## src/hw/rtl/dsma_pkg.sv

```systemverilog
// Shared constants and command struct for the dual sensor moving average block.
package dsma_pkg;

  // Default build values
  localparam int WINDOW_DEF      = 30;
  localparam int SAMPLE_BITS_DEF = 12;

  // Fixed field widths
  localparam int FS_W  = 16;
  localparam int C_W   = 16;
  localparam int F_W   = 17;

  // Quotient bits of every lane (covers the Fahrenheit range)
  localparam int QUO_W = 17;

  // Compare-and-subtract passes that settle a reciprocal estimate
  localparam int FIX_STEPS = 2;
  localparam int STEP_W    = $clog2(FIX_STEPS);

  // Full scale after reset: 3.3 V at 10 mV per degree, in hundredths of a degree
  localparam logic [FS_W-1:0] FS_RESET = 16'd33000;

  // Fahrenheit offset, 32 degrees in hundredths
  localparam logic [F_W-1:0] F_OFFSET = 17'd3200;

  // Commands from the sequencer to the datapath
  typedef struct packed {
    logic capture;   // latch the sample beat and read the oldest ring entry
    logic update;    // adjust the window sums and write the new entry
    logic mul;       // scale the sums by the full scale
    logic load;      // form the Fahrenheit dividend
    logic rcp;       // estimate every quotient by reciprocal multiply
    logic rem;       // form every remainder from its estimate
    logic fix;       // settle one correction step in every lane
    logic out_load;  // move the quotients into the result register
  } dsma_cmd_t;

endpackage

```

## src/hw/rtl/dsma_sample_if.sv

```systemverilog
// Input channel: one beat carries a pair of raw sensor codes.
interface dsma_sample_if #(
  parameter int SAMPLE_BITS = dsma_pkg::SAMPLE_BITS_DEF
);
  logic                   valid;
  logic                   ready;
  logic [SAMPLE_BITS-1:0] sample_low;
  logic [SAMPLE_BITS-1:0] sample_high;

  modport source (output valid, output sample_low, output sample_high, input ready);
  modport sink   (input valid, input sample_low, input sample_high, output ready);
endinterface

```

## src/hw/rtl/dsma_temp_if.sv

```systemverilog
// Result channel: one beat carries the averaged temperatures.
interface dsma_temp_if;
  logic                       valid;
  logic                       ready;
  logic [dsma_pkg::C_W-1:0]   temp_low_centi_c;
  logic [dsma_pkg::C_W-1:0]   temp_high_centi_c;
  logic [dsma_pkg::F_W-1:0]   temp_low_centi_f;

  modport source (output valid, output temp_low_centi_c, output temp_high_centi_c,
                  output temp_low_centi_f, input ready);
  modport sink   (input valid, input temp_low_centi_c, input temp_high_centi_c,
                  input temp_low_centi_f, output ready);
endinterface

```

## src/hw/rtl/dsma_ctrl.sv

```systemverilog
// Sequencer for the moving average block: drives the datapath and the result valid.
module dsma_ctrl (
  input  logic               clk,
  input  logic               rst_n,
  input  logic               in_valid,
  output logic               in_ready,
  output logic               out_valid,
  input  logic               out_ready,
  output dsma_pkg::dsma_cmd_t cmd
);

  typedef enum logic [7:0] {
    S_IDLE = 8'b00000001,
    S_UPD  = 8'b00000010,
    S_MUL  = 8'b00000100,
    S_LOAD = 8'b00001000,
    S_RCP  = 8'b00010000,
    S_REM  = 8'b00100000,
    S_FIX  = 8'b01000000,
    S_DONE = 8'b10000000
  } state_t;

  state_t                        state_r, state_nxt;
  logic [dsma_pkg::STEP_W-1:0]   step_r, step_nxt;
  logic                          out_valid_r, out_valid_nxt;

  // Decode the next state and the datapath commands
  always_comb begin
    state_nxt = state_r;
    step_nxt  = step_r;
    cmd       = '0;
    in_ready  = 1'b0;
    case (state_r)
      S_IDLE: begin
        in_ready = 1'b1;
        if (in_valid) begin
          cmd.capture = 1'b1;
          state_nxt   = S_UPD;
        end
      end
      S_UPD: begin
        cmd.update = 1'b1;
        state_nxt  = S_MUL;
      end
      S_MUL: begin
        cmd.mul   = 1'b1;
        state_nxt = S_LOAD;
      end
      S_LOAD: begin
        cmd.load  = 1'b1;
        state_nxt = S_RCP;
      end
      S_RCP: begin
        cmd.rcp   = 1'b1;
        state_nxt = S_REM;
      end
      S_REM: begin
        cmd.rem   = 1'b1;
        step_nxt  = dsma_pkg::STEP_W'(dsma_pkg::FIX_STEPS - 1);
        state_nxt = S_FIX;
      end
      S_FIX: begin
        cmd.fix = 1'b1;
        if (step_r == '0) begin
          state_nxt = S_DONE;
        end else begin
          step_nxt = step_r - 1'b1;
        end
      end
      S_DONE: begin
        // hold the finished result until the output register is free
        if (!out_valid_r || out_ready) begin
          cmd.out_load = 1'b1;
          state_nxt    = S_IDLE;
        end
      end
      default: begin
        state_nxt = S_IDLE;
      end
    endcase
  end

  // Raise valid on a load, drop it once the beat is taken
  always_comb begin
    if (cmd.out_load) begin
      out_valid_nxt = 1'b1;
    end else if (out_ready) begin
      out_valid_nxt = 1'b0;
    end else begin
      out_valid_nxt = out_valid_r;
    end
  end

  always_ff @(posedge clk) begin
    if (!rst_n) begin
      state_r     <= S_IDLE;
      step_r      <= '0;
      out_valid_r <= 1'b0;
    end else begin
      state_r     <= state_nxt;
      step_r      <= step_nxt;
      out_valid_r <= out_valid_nxt;
    end
  end

  assign out_valid = out_valid_r;

`ifndef SYNTHESIS
  // An accepted beat always starts the ring update next cycle
  a_accept_to_upd: assert property (@(posedge clk) disable iff (!rst_n)
    (in_valid && in_ready) |=> (state_r == S_UPD))
    else $error("accepted beat did not start the update");

  // The correction runs exactly FIX_STEPS steps
  a_fix_length: assert property (@(posedge clk) disable iff (!rst_n)
    (state_r == S_REM) |=> ##(dsma_pkg::FIX_STEPS) (state_r == S_DONE))
    else $error("correction step count wrong");

  // A new result appears only out of the done state
  a_valid_source: assert property (@(posedge clk) disable iff (!rst_n)
    $rose(out_valid_r) |-> $past(state_r == S_DONE))
    else $error("result valid raised outside done state");

  // A finished result never overwrites one still waiting
  a_no_overwrite: assert property (@(posedge clk) disable iff (!rst_n)
    (state_r == S_DONE && out_valid_r && !out_ready) |=> (state_r == S_DONE))
    else $error("pending result overwritten");
`endif

endmodule

```

## src/hw/rtl/dsma_dp.sv

```systemverilog
// Datapath: shared sample ring, window sums, full-scale multiply and three reciprocal divider lanes.
module dsma_dp #(
  parameter int WINDOW      = dsma_pkg::WINDOW_DEF,
  parameter int SAMPLE_BITS = dsma_pkg::SAMPLE_BITS_DEF
) (
  input  logic                       clk,
  input  logic                       rst_n,
  input  dsma_pkg::dsma_cmd_t        cmd,
  input  logic                       cfg_we,
  input  logic [dsma_pkg::FS_W-1:0]  cfg_wdata,
  input  logic [SAMPLE_BITS-1:0]     sample_low,
  input  logic [SAMPLE_BITS-1:0]     sample_high,
  output logic [dsma_pkg::C_W-1:0]   temp_low_centi_c,
  output logic [dsma_pkg::C_W-1:0]   temp_high_centi_c,
  output logic [dsma_pkg::F_W-1:0]   temp_low_centi_f
);

  localparam longint CODE_MAX = (longint'(1) << SAMPLE_BITS) - 1;
  localparam longint DEN      = longint'(WINDOW) * CODE_MAX;
  localparam longint DEN5     = DEN * 5;
  localparam int     SUM_W    = $clog2(DEN + 1);
  localparam int     DEN_W    = $clog2(DEN + 1);
  localparam int     DEN5_W   = $clog2(DEN5 + 1);
  localparam int     PROD_W   = SUM_W + dsma_pkg::FS_W;
  localparam int     NF_W     = PROD_W + 4;
  localparam int     SLOT_W   = (WINDOW > 1) ? $clog2(WINDOW) : 1;
  localparam int     QW       = dsma_pkg::QUO_W;

  // Reciprocal estimate: drop low dividend bits worth at most half a divisor,
  // scale by floor(2^K / divisor) with K the dividend width
  localparam int     SH_C     = DEN_W - 2;
  localparam int     SH_F     = DEN5_W - 2;
  localparam int     XT_C_W   = PROD_W - SH_C;
  localparam int     XT_F_W   = NF_W - SH_F;
  localparam longint RCP_C    = (longint'(1) << PROD_W) / DEN;
  localparam longint RCP_F    = (longint'(1) << NF_W) / DEN5;
  localparam int     RC_W     = $clog2(RCP_C + 1);
  localparam int     RF_W     = $clog2(RCP_F + 1);
  localparam int     EC_W     = XT_C_W + RC_W;
  localparam int     EF_W     = XT_F_W + RF_W;
  localparam int     RMC_W    = DEN_W + 2;
  localparam int     RMF_W    = DEN5_W + 2;

  localparam logic [RC_W-1:0]   RCP_C_K = RC_W'(RCP_C);
  localparam logic [RF_W-1:0]   RCP_F_K = RF_W'(RCP_F);
  localparam logic [PROD_W-1:0] DEN_P   = PROD_W'(DEN);
  localparam logic [NF_W-1:0]   DEN5_P  = NF_W'(DEN5);
  localparam logic [RMC_W-1:0]  DEN_R   = RMC_W'(DEN);
  localparam logic [RMF_W-1:0]  DEN5_R  = RMF_W'(DEN5);

  // Configuration
  logic [dsma_pkg::FS_W-1:0] fs_r;

  // Ring storage: both channels share one word per slot
  logic [2*SAMPLE_BITS-1:0]  ring_mem [WINDOW];
  logic [WINDOW-1:0]         vld_r;
  logic [2*SAMPLE_BITS-1:0]  rd_r;
  logic                      rd_vld_r;
  logic [SLOT_W-1:0]         slot_r;

  logic [SAMPLE_BITS-1:0]    smp_lo_r, smp_hi_r;
  logic [SAMPLE_BITS-1:0]    old_lo, old_hi;
  logic [SUM_W-1:0]          sum_lo_r, sum_hi_r;

  logic [PROD_W-1:0]         prod_lo_r, prod_hi_r;
  logic [NF_W-1:0]           nf;
  logic [NF_W-1:0]           xf_r;

  logic [XT_C_W-1:0]         xt_lo, xt_hi;
  logic [XT_F_W-1:0]         xt_f;
  logic [EC_W-1:0]           est_lo, est_hi;
  logic [EF_W-1:0]           est_f;

  logic [RMC_W-1:0]          rem_lo_r, rem_hi_r;
  logic [RMF_W-1:0]          rem_f_r;
  logic [QW-1:0]             q_lo_r, q_hi_r, q_f_r;
  logic                      ge_lo, ge_hi, ge_f;

  logic [dsma_pkg::C_W-1:0]  out_lo_c_r, out_hi_c_r;
  logic [dsma_pkg::F_W-1:0]  out_lo_f_r;

  // Full-scale register
  always_ff @(posedge clk) begin
    if (!rst_n) begin
      fs_r <= dsma_pkg::FS_RESET;
    end else if (cfg_we) begin
      fs_r <= cfg_wdata;
    end
  end

  // Read the oldest entry as the beat is latched
  always_ff @(posedge clk) begin
    if (cmd.capture) begin
      smp_lo_r <= sample_low;
      smp_hi_r <= sample_high;
      rd_r     <= ring_mem[slot_r];
      rd_vld_r <= vld_r[slot_r];
    end
  end

  // Write the new entry over the oldest one
  always_ff @(posedge clk) begin
    if (cmd.update) begin
      ring_mem[slot_r] <= {smp_lo_r, smp_hi_r};
    end
  end

  // An entry never written reads as zero
  assign old_lo = rd_vld_r ? rd_r[2*SAMPLE_BITS-1:SAMPLE_BITS] : '0;
  assign old_hi = rd_vld_r ? rd_r[SAMPLE_BITS-1:0] : '0;

  // Window sums, slot pointer and entry valid bits
  always_ff @(posedge clk) begin
    if (!rst_n) begin
      sum_lo_r <= '0;
      sum_hi_r <= '0;
      slot_r   <= '0;
      vld_r    <= '0;
    end else if (cmd.update) begin
      sum_lo_r      <= sum_lo_r - SUM_W'(old_lo) + SUM_W'(smp_lo_r);
      sum_hi_r      <= sum_hi_r - SUM_W'(old_hi) + SUM_W'(smp_hi_r);
      vld_r[slot_r] <= 1'b1;
      if (slot_r == SLOT_W'(WINDOW - 1)) begin
        slot_r <= '0;
      end else begin
        slot_r <= slot_r + 1'b1;
      end
    end
  end

  // Scale both sums by the full scale
  always_ff @(posedge clk) begin
    if (cmd.mul) begin
      prod_lo_r <= PROD_W'(sum_lo_r) * PROD_W'(fs_r);
      prod_hi_r <= PROD_W'(sum_hi_r) * PROD_W'(fs_r);
    end
  end

  // Times nine for the Fahrenheit lane, by shift and add
  assign nf = (NF_W'(prod_lo_r) << 3) + NF_W'(prod_lo_r);

  always_ff @(posedge clk) begin
    if (cmd.load) begin
      xf_r <= nf;
    end
  end

  // Reciprocal products on the top dividend bits
  assign xt_lo  = prod_lo_r[PROD_W-1:SH_C];
  assign xt_hi  = prod_hi_r[PROD_W-1:SH_C];
  assign xt_f   = xf_r[NF_W-1:SH_F];
  assign est_lo = EC_W'(xt_lo) * EC_W'(RCP_C_K);
  assign est_hi = EC_W'(xt_hi) * EC_W'(RCP_C_K);
  assign est_f  = EF_W'(xt_f) * EF_W'(RCP_F_K);

  // The estimate sits at most two below the quotient, so each remainder is
  // under three divisors; two compare-and-subtract passes settle it
  assign ge_lo = (rem_lo_r >= DEN_R);
  assign ge_hi = (rem_hi_r >= DEN_R);
  assign ge_f  = (rem_f_r  >= DEN5_R);

  always_ff @(posedge clk) begin
    if (cmd.rcp) begin
      q_lo_r <= QW'(est_lo >> XT_C_W);
      q_hi_r <= QW'(est_hi >> XT_C_W);
      q_f_r  <= QW'(est_f >> XT_F_W);
    end else if (cmd.rem) begin
      rem_lo_r <= RMC_W'(prod_lo_r - PROD_W'(q_lo_r) * DEN_P);
      rem_hi_r <= RMC_W'(prod_hi_r - PROD_W'(q_hi_r) * DEN_P);
      rem_f_r  <= RMF_W'(xf_r - NF_W'(q_f_r) * DEN5_P);
    end else if (cmd.fix) begin
      rem_lo_r <= ge_lo ? (rem_lo_r - DEN_R) : rem_lo_r;
      rem_hi_r <= ge_hi ? (rem_hi_r - DEN_R) : rem_hi_r;
      rem_f_r  <= ge_f  ? (rem_f_r - DEN5_R) : rem_f_r;
      q_lo_r   <= q_lo_r + QW'(ge_lo);
      q_hi_r   <= q_hi_r + QW'(ge_hi);
      q_f_r    <= q_f_r + QW'(ge_f);
    end
  end

  // Result register
  always_ff @(posedge clk) begin
    if (cmd.out_load) begin
      out_lo_c_r <= q_lo_r[dsma_pkg::C_W-1:0];
      out_hi_c_r <= q_hi_r[dsma_pkg::C_W-1:0];
      out_lo_f_r <= dsma_pkg::F_W'(q_f_r) + dsma_pkg::F_OFFSET;
    end
  end

  assign temp_low_centi_c  = out_lo_c_r;
  assign temp_high_centi_c = out_hi_c_r;
  assign temp_low_centi_f  = out_lo_f_r;

endmodule

```

## src/hw/rtl/dual_sensor_moving_average_temp.sv

```systemverilog
// The sequencer walks each accepted input beat through ring update, scaling, Fahrenheit
// dividend, reciprocal estimate, remainder and two correction steps before its result
// loads; no new input beat is taken until that result has moved to the output register.
// A new input beat is taken while the previous result still waits in the output register.
// Reset (synchronous, rst_n low) clears sums, slot pointer, ring valid bits and the result valid
// at once and loads the full scale with 33000; no clearing pass is needed.
module dual_sensor_moving_average_temp #(
  parameter int WINDOW      = dsma_pkg::WINDOW_DEF,
  parameter int SAMPLE_BITS = dsma_pkg::SAMPLE_BITS_DEF
) (
  input  logic                      clk,
  input  logic                      rst_n,
  input  logic                      cfg_we,
  input  logic [dsma_pkg::FS_W-1:0] cfg_wdata,
  dsma_sample_if.sink               in_ch,
  dsma_temp_if.source               out_ch
);

  dsma_pkg::dsma_cmd_t cmd;
  logic                in_ready;
  logic                out_valid;

  // Sequencer
  dsma_ctrl u_ctrl (
    .clk       (clk),
    .rst_n     (rst_n),
    .in_valid  (in_ch.valid),
    .in_ready  (in_ready),
    .out_valid (out_valid),
    .out_ready (out_ch.ready),
    .cmd       (cmd)
  );

  // Datapath
  dsma_dp #(
    .WINDOW      (WINDOW),
    .SAMPLE_BITS (SAMPLE_BITS)
  ) u_dp (
    .clk               (clk),
    .rst_n             (rst_n),
    .cmd               (cmd),
    .cfg_we            (cfg_we),
    .cfg_wdata         (cfg_wdata),
    .sample_low        (in_ch.sample_low),
    .sample_high       (in_ch.sample_high),
    .temp_low_centi_c  (out_ch.temp_low_centi_c),
    .temp_high_centi_c (out_ch.temp_high_centi_c),
    .temp_low_centi_f  (out_ch.temp_low_centi_f)
  );

  assign in_ch.ready  = in_ready;
  assign out_ch.valid = out_valid;

endmodule
```

## src/flat_wrapper.sv

```systemverilog
// flat-port wrapper written by rule: the top's interface ports become plain ports
module dual_sensor_moving_average_temp_flat 
#(
  parameter int WINDOW      = dsma_pkg::WINDOW_DEF,
  parameter int SAMPLE_BITS = dsma_pkg::SAMPLE_BITS_DEF
)
  (clk, rst_n, cfg_we, cfg_wdata, in_ch_valid, in_ch_sample_low, in_ch_sample_high, in_ch_ready, out_ch_valid, out_ch_temp_low_centi_c, out_ch_temp_high_centi_c, out_ch_temp_low_centi_f, out_ch_ready);
  dsma_sample_if #(.SAMPLE_BITS(SAMPLE_BITS)) in_ch_i ();
  dsma_temp_if out_ch_i ();
  input  logic clk;
  input  logic rst_n;
  input  logic cfg_we;
  input  logic [dsma_pkg::FS_W-1:0] cfg_wdata;
  input wire logic [$bits(in_ch_i.valid)-1:0] in_ch_valid;
  input wire logic [$bits(in_ch_i.sample_low)-1:0] in_ch_sample_low;
  input wire logic [$bits(in_ch_i.sample_high)-1:0] in_ch_sample_high;
  output wire logic [$bits(in_ch_i.ready)-1:0] in_ch_ready;
  output wire logic [$bits(out_ch_i.valid)-1:0] out_ch_valid;
  output wire logic [$bits(out_ch_i.temp_low_centi_c)-1:0] out_ch_temp_low_centi_c;
  output wire logic [$bits(out_ch_i.temp_high_centi_c)-1:0] out_ch_temp_high_centi_c;
  output wire logic [$bits(out_ch_i.temp_low_centi_f)-1:0] out_ch_temp_low_centi_f;
  input wire logic [$bits(out_ch_i.ready)-1:0] out_ch_ready;
  assign in_ch_i.valid = in_ch_valid;
  assign in_ch_i.sample_low = in_ch_sample_low;
  assign in_ch_i.sample_high = in_ch_sample_high;
  assign in_ch_ready = in_ch_i.ready;
  assign out_ch_valid = out_ch_i.valid;
  assign out_ch_temp_low_centi_c = out_ch_i.temp_low_centi_c;
  assign out_ch_temp_high_centi_c = out_ch_i.temp_high_centi_c;
  assign out_ch_temp_low_centi_f = out_ch_i.temp_low_centi_f;
  assign out_ch_i.ready = out_ch_ready;
  dual_sensor_moving_average_temp #(.WINDOW(WINDOW), .SAMPLE_BITS(SAMPLE_BITS)) u_core (.clk(clk), .rst_n(rst_n), .cfg_we(cfg_we), .cfg_wdata(cfg_wdata), .in_ch(in_ch_i), .out_ch(out_ch_i));
endmodule
```

## config.mk

```make
export PLATFORM = sky130hd
export DESIGN_NAME = dual_sensor_moving_average_temp_flat
export DESIGN_NICKNAME = d
export VERILOG_FILES = /design/src/hw/rtl/dsma_pkg.sv /design/src/hw/rtl/dsma_sample_if.sv /design/src/hw/rtl/dsma_temp_if.sv /design/src/hw/rtl/dsma_ctrl.sv /design/src/hw/rtl/dsma_dp.sv /design/src/hw/rtl/dual_sensor_moving_average_temp.sv /design/src/flat_wrapper.sv
export SDC_FILE = /design/constraint.sdc
export NUM_CORES = 2
export LEC_CHECK = 0
export BUFFER_PORTS_ARGS = -buffer_cell sky130_fd_sc_hd__buf_2
export CAP_MARGIN = 40
export CORE_MARGIN = 3
export CORE_UTILIZATION = 59
export DETAILED_ROUTE_END_ITERATION = 12
export GPL_TIMING_DRIVEN = 0
export PLACE_DENSITY = 0.82
export REMOVE_ABC_BUFFERS = 1
export SLEW_MARGIN = 20
export SYNTH_ARGS = -nofsm -noshare
export SYNTH_HDL_FRONTEND = slang
export SYNTH_SLANG_ARGS = --single-unit
```

## constraint.sdc

```tcl
create_clock -name clk -period 6.2 [get_ports clk]
set_input_delay 0.31 -clock clk [delete_from_list [all_inputs] [get_ports clk]]
set_output_delay 0.31 -clock clk [all_outputs]
set_load 0.01 [all_outputs]
```

==> flow_metrics.py <==
metrics = {
    "status": {
        "status": "complete, but fails checks",
        "violations": "negative setup slack",
    },
    "die": {
        "dieHeight_um": 387,
        "design.die.area_sq_um": 149000,
        "rows": 138,
        "floorplan.die.width_um": 387,
        "ioPinCount": 96,
        "start_util_pct": 59.9,
        "core_region_area_sq_um": 143000,
    },
    "synthesis": {
        "async_set_or_reset_register_ratio_after_synthesis_pct": 0,
        "synth_compound_area_share_pct": 6.42,
        "postSynthRegisterBits": 1127,
        "largest_family_of_logic_cells_by_synthesized_area": "adder cells",
        "yosys-top-cells-area": "sky130_fd_sc_hd__edfxtp_1, sky130_fd_sc_hd__fa_1, sky130_fd_sc_hd__ha_1",
        "synth.mux.area_fraction_pct": 5.43,
        "synthDistinctLibCells": 84,
        "synth_top_cells_by_count": "sky130_fd_sc_hd__inv_1, sky130_fd_sc_hd__edfxtp_1, sky130_fd_sc_hd__ha_1, sky130_fd_sc_hd__fa_1, sky130_fd_sc_hd__nand2_1",
        "adder_cell_share_of_the_synthesized_area_pct": 31.0,
        "netlist.area_leader.share_pct": 36.3,
        "postSynthCellCount": 7210,
        "yosys.area.top_type": "sky130_fd_sc_hd__edfxtp_1",
        "synth-simple-area-share_pct": 8.02,
        "synthFlopType": "sky130_fd_sc_hd__edfxtp_1",
        "most_frequently_used_cell_type_in_the_post_synthesis_netlist": "sky130_fd_sc_hd__inv_1",
        "yosysWarnings": 0,
        "ys_seq_area_share_pct": 38.5,
        "yosys.area_share.xor_xnor_pct": 3.87,
        "post_synth_instance_area_sq_um": 85400,
        "synth_enable_flop_cells": 1032,
        "synth.avg_cell_area_sq_um": 11.8,
    },
    "timing": {
        "grt_setup_unrepaired": "true",
        "worst_slew_pin_slew_ns": 0.930,
        "finalCriticalPeriod_ns": 6.81,
        "slew_violations": 0,
        "maxClockFrequency_ghz": 0.147,
        "final_min_period_over_clock_period_pct": 110,
        "clock_skew_ns": 0.111,
        "worst_slack_ns": -0.612,
        "finalSetupViolations": 8,
        "max_slew_margin_pct": 37.7,
        "fin_worst_hold_slack_ns": 0.115,
        "timing.final.hold_violations": 0,
    },
    "global_routing": {
        "grt_pass1_wl_um": 348000,
        "grt_start_max_net_pins": 71,
        "grt_pass1_vias": 60600,
        "global_router_s_overall_resource_usage_pct": 30.1,
        "sum_of_overflow_across_all_layers_after_global_routing": 0,
        "antenna_found_initial": 6,
    },
    "critical_path": {
        "worst_ep_arrival_time_ns": 7.31,
        "end_kind": "flop",
        "worst-path-max-fanout": 2,
        "cp.required_ns": 6.70,
        "cpMostUsedCell": "sky130_fd_sc_hd__fa_1",
        "path_class": "flop to flop",
        "cpMaxStageDelayCell": "sky130_fd_sc_hd__fa_1",
        "critPathMaxStageDelay_ns": 0.53,
        "crit_path_start_kind": "flop",
    },
    "route": {
        "antenna_violating_nets_post_route": 0,
        "final_wl_um": 232000,
        "drt_first_iter_violations": 5889,
        "drcViolationCount": 0,
        "detailedRoute.firstPassIterationCount": 6,
        "vias": 58400,
        "routedWlPerCell_um": 24.3,
        "vias_per_cell": 6.12,
    },
    "final_layout": {
        "syn2layout_area_growth_pct": 13.5,
        "layout.filler_cells": 9320,
        "multi_input_combinational_cell_area_sq_um": 48100,
        "seqCellArea_sq_um": 33100,
        "fin_nets": 9257,
        "fraction_of_final_layout_cells_with_drive_strength_greater_than_1_pct": 13.7,
        "layoutNonFillerInstCount": 9546,
    },
    "clocking": {
        "ctsLongestPathBuffers": 3,
        "tritoncts": "built",
        "cts_root_buf": "sky130_fd_sc_hd__clkbuf_16",
        "clk_latency_ns": 0.82,
        "numCtsBuffers": 113,
        "htree_num_levels": 3,
        "path_clk_slew_ns": 0.07,
        "tritoncts_num_sinks": 1127,
    },
    "power": {
        "worst_ir_drop_vdd_mv": 0.414,
        "power.density_cell_area_nw_per_um2": 229,
        "total_leakage_power_nw": 41.2,
    },
    "placement": {
        "dp_hpwl_um": 151000,
        "buffer_ports.inserted": 95,
        "dp.cells": 9069,
        "routability_cong": 0.916,
    },
    "min_path": {
        "hold_class": "primary input to flop",
    },
    "run": {
        "maxCapViolations": 0,
    },
}
## worst max-delay path, delay by kind of cell, from the launching register on
kind | cells | cell delay, ns
fa+ha+maj | 8 | 3.38
simple gates | 6 | 1.44
compound gates | 3 | 0.57
flops | 1 | 0.42
xor+xnor | 2 | 0.40
buf+inv | 6 | 0.33
## kinds of logic after synthesis
kind of cell / Yosys count
fa+ha+maj: 1657
buf+inv: 1531
simple gates: 1424
flops: 1127
compound gates: 851
xor+xnor: 377
mux: 243
## sequential cells by signal (all words and copies together), names as in the netlist, 19 cells and up
signal	cells
u_core.u_dp.vld_r	30
u_core.u_dp.prod_hi_r	33
u_core.u_dp.prod_lo_r	33
u_core.u_dp.rem_hi_r	19
u_core.u_dp.xf_r	37
u_core.u_dp.rd_r	24
u_core.u_dp.rem_lo_r	19
u_core.u_dp.rem_f_r	22
u_core.u_dp.ring_mem	720
## cells in the final DEF, fill, tap and decap left out, drive strengths merged, types with 36 or more instances in the layout
master | netlist | routed
fa | 769 | 769
and3 | 36 | 36
nor2b | 52 | 52
xnor2 | 243 | 243
nand3 | 58 | 58
mux2i | 56 | 56
edfxtp | 1032 | 1032
nor3 | 55 | 55
nand2 | 597 | 597
buf | 33 | 403
xor2 | 134 | 134
inv | 1312 | 1324
clkinv | 0 | 56
dlygate4sd3 | 0 | 43
o21ai | 219 | 219
dfxtp | 95 | 95
a21o | 76 | 76
a22oi | 52 | 52
nor2 | 200 | 200
o21a | 63 | 63
clkbuf | 186 | 132
and2 | 277 | 277
ha | 888 | 888
mux4 | 175 | 175
a21oi | 223 | 223
## power breakdown
part,leakage (nW),switching (W),internal [W],total (W)
logic,29.2,0.00337,0.00252,0.00589
registers,10.1,0.000432,0.00883,0.00927
clock network,1.84,0.00327,0.00382,0.00710
total,41.2,0.00707,0.0152,0.0223
## metrics by stage
stage / power (W) / area [sq um] / setup WS, ns / utilization [%] / setup TNS, ns
after CTS: 0.0216 / 94800 / -0.469 / 66.5 / -1.75
after floorplan: 0.0130 / 84600 / -4.10 / - / -3047.22
after detailed placement: 0.0145 / 89500 / -1.39 / 62.8 / -15.57
final: 0.0223 / 97000 / -0.612 / 68.0 / -2.54
after global routing: 0.0232 / 97000 / -0.903 / 68.0 / -6.18
after global placement: 0.0143 / 87400 / -8.84 / 61.3 / -6389.43
## final cells by class
class	instances	share of cell area, %
Antenna cell	3	0.00774
Clock buffer	130	3.01
Clock inverter	83	0.894
Inverter	1312	5.08
Multi-Input combinational cell	4552	49.6
Sequential cell	1127	34.1
Tap cell	1890	2.44
Timing Repair Buffer	449	4.89
## layer usage
| metal | track usage, % | part of all wire [%] | up-vias |
|---|---|---|---|
| met5 | 0 | 0.0056 | - |
| met4 | 15.4 | 6.5 | 2 |
| met3 | 5.82 | 9.7 | 993 |
| met2 | 50.7 | 49 | 3566 |
| met1 | 37.1 | 35 | 28800 |
| li1 | - | - | 25000 |
## final timing paths
path | from | endpoint | slack (ns) | depth (start not counted)
max reg2reg | u_core.u_dp.q_f_r[3] | u_core.u_dp.rem_f_r[19] | -0.61 | 25
min | cfg_we | u_core.u_dp.fs_r[7] | 0.11 | 3
min reg2reg | u_core.u_dp.vld_r[3] | u_core.u_dp.vld_r[3] | 0.46 | 1
max | u_core.u_dp.q_f_r[3] | u_core.u_dp.rem_f_r[19] | -0.61 | 25
## what timing repair did
action | in CTS | in global routing
buffers inserted | 83 | 114
endpoints found under the setup margin | 42 | 38
pin swaps | 44 | 112
gates resized for setup | 116 | 184
endpoints found under the hold margin | 61 | 0
gates cloned | 1 | 2
hold buffers | 43 | 0
No activity file was read; power rests on OpenSTA's default activity.
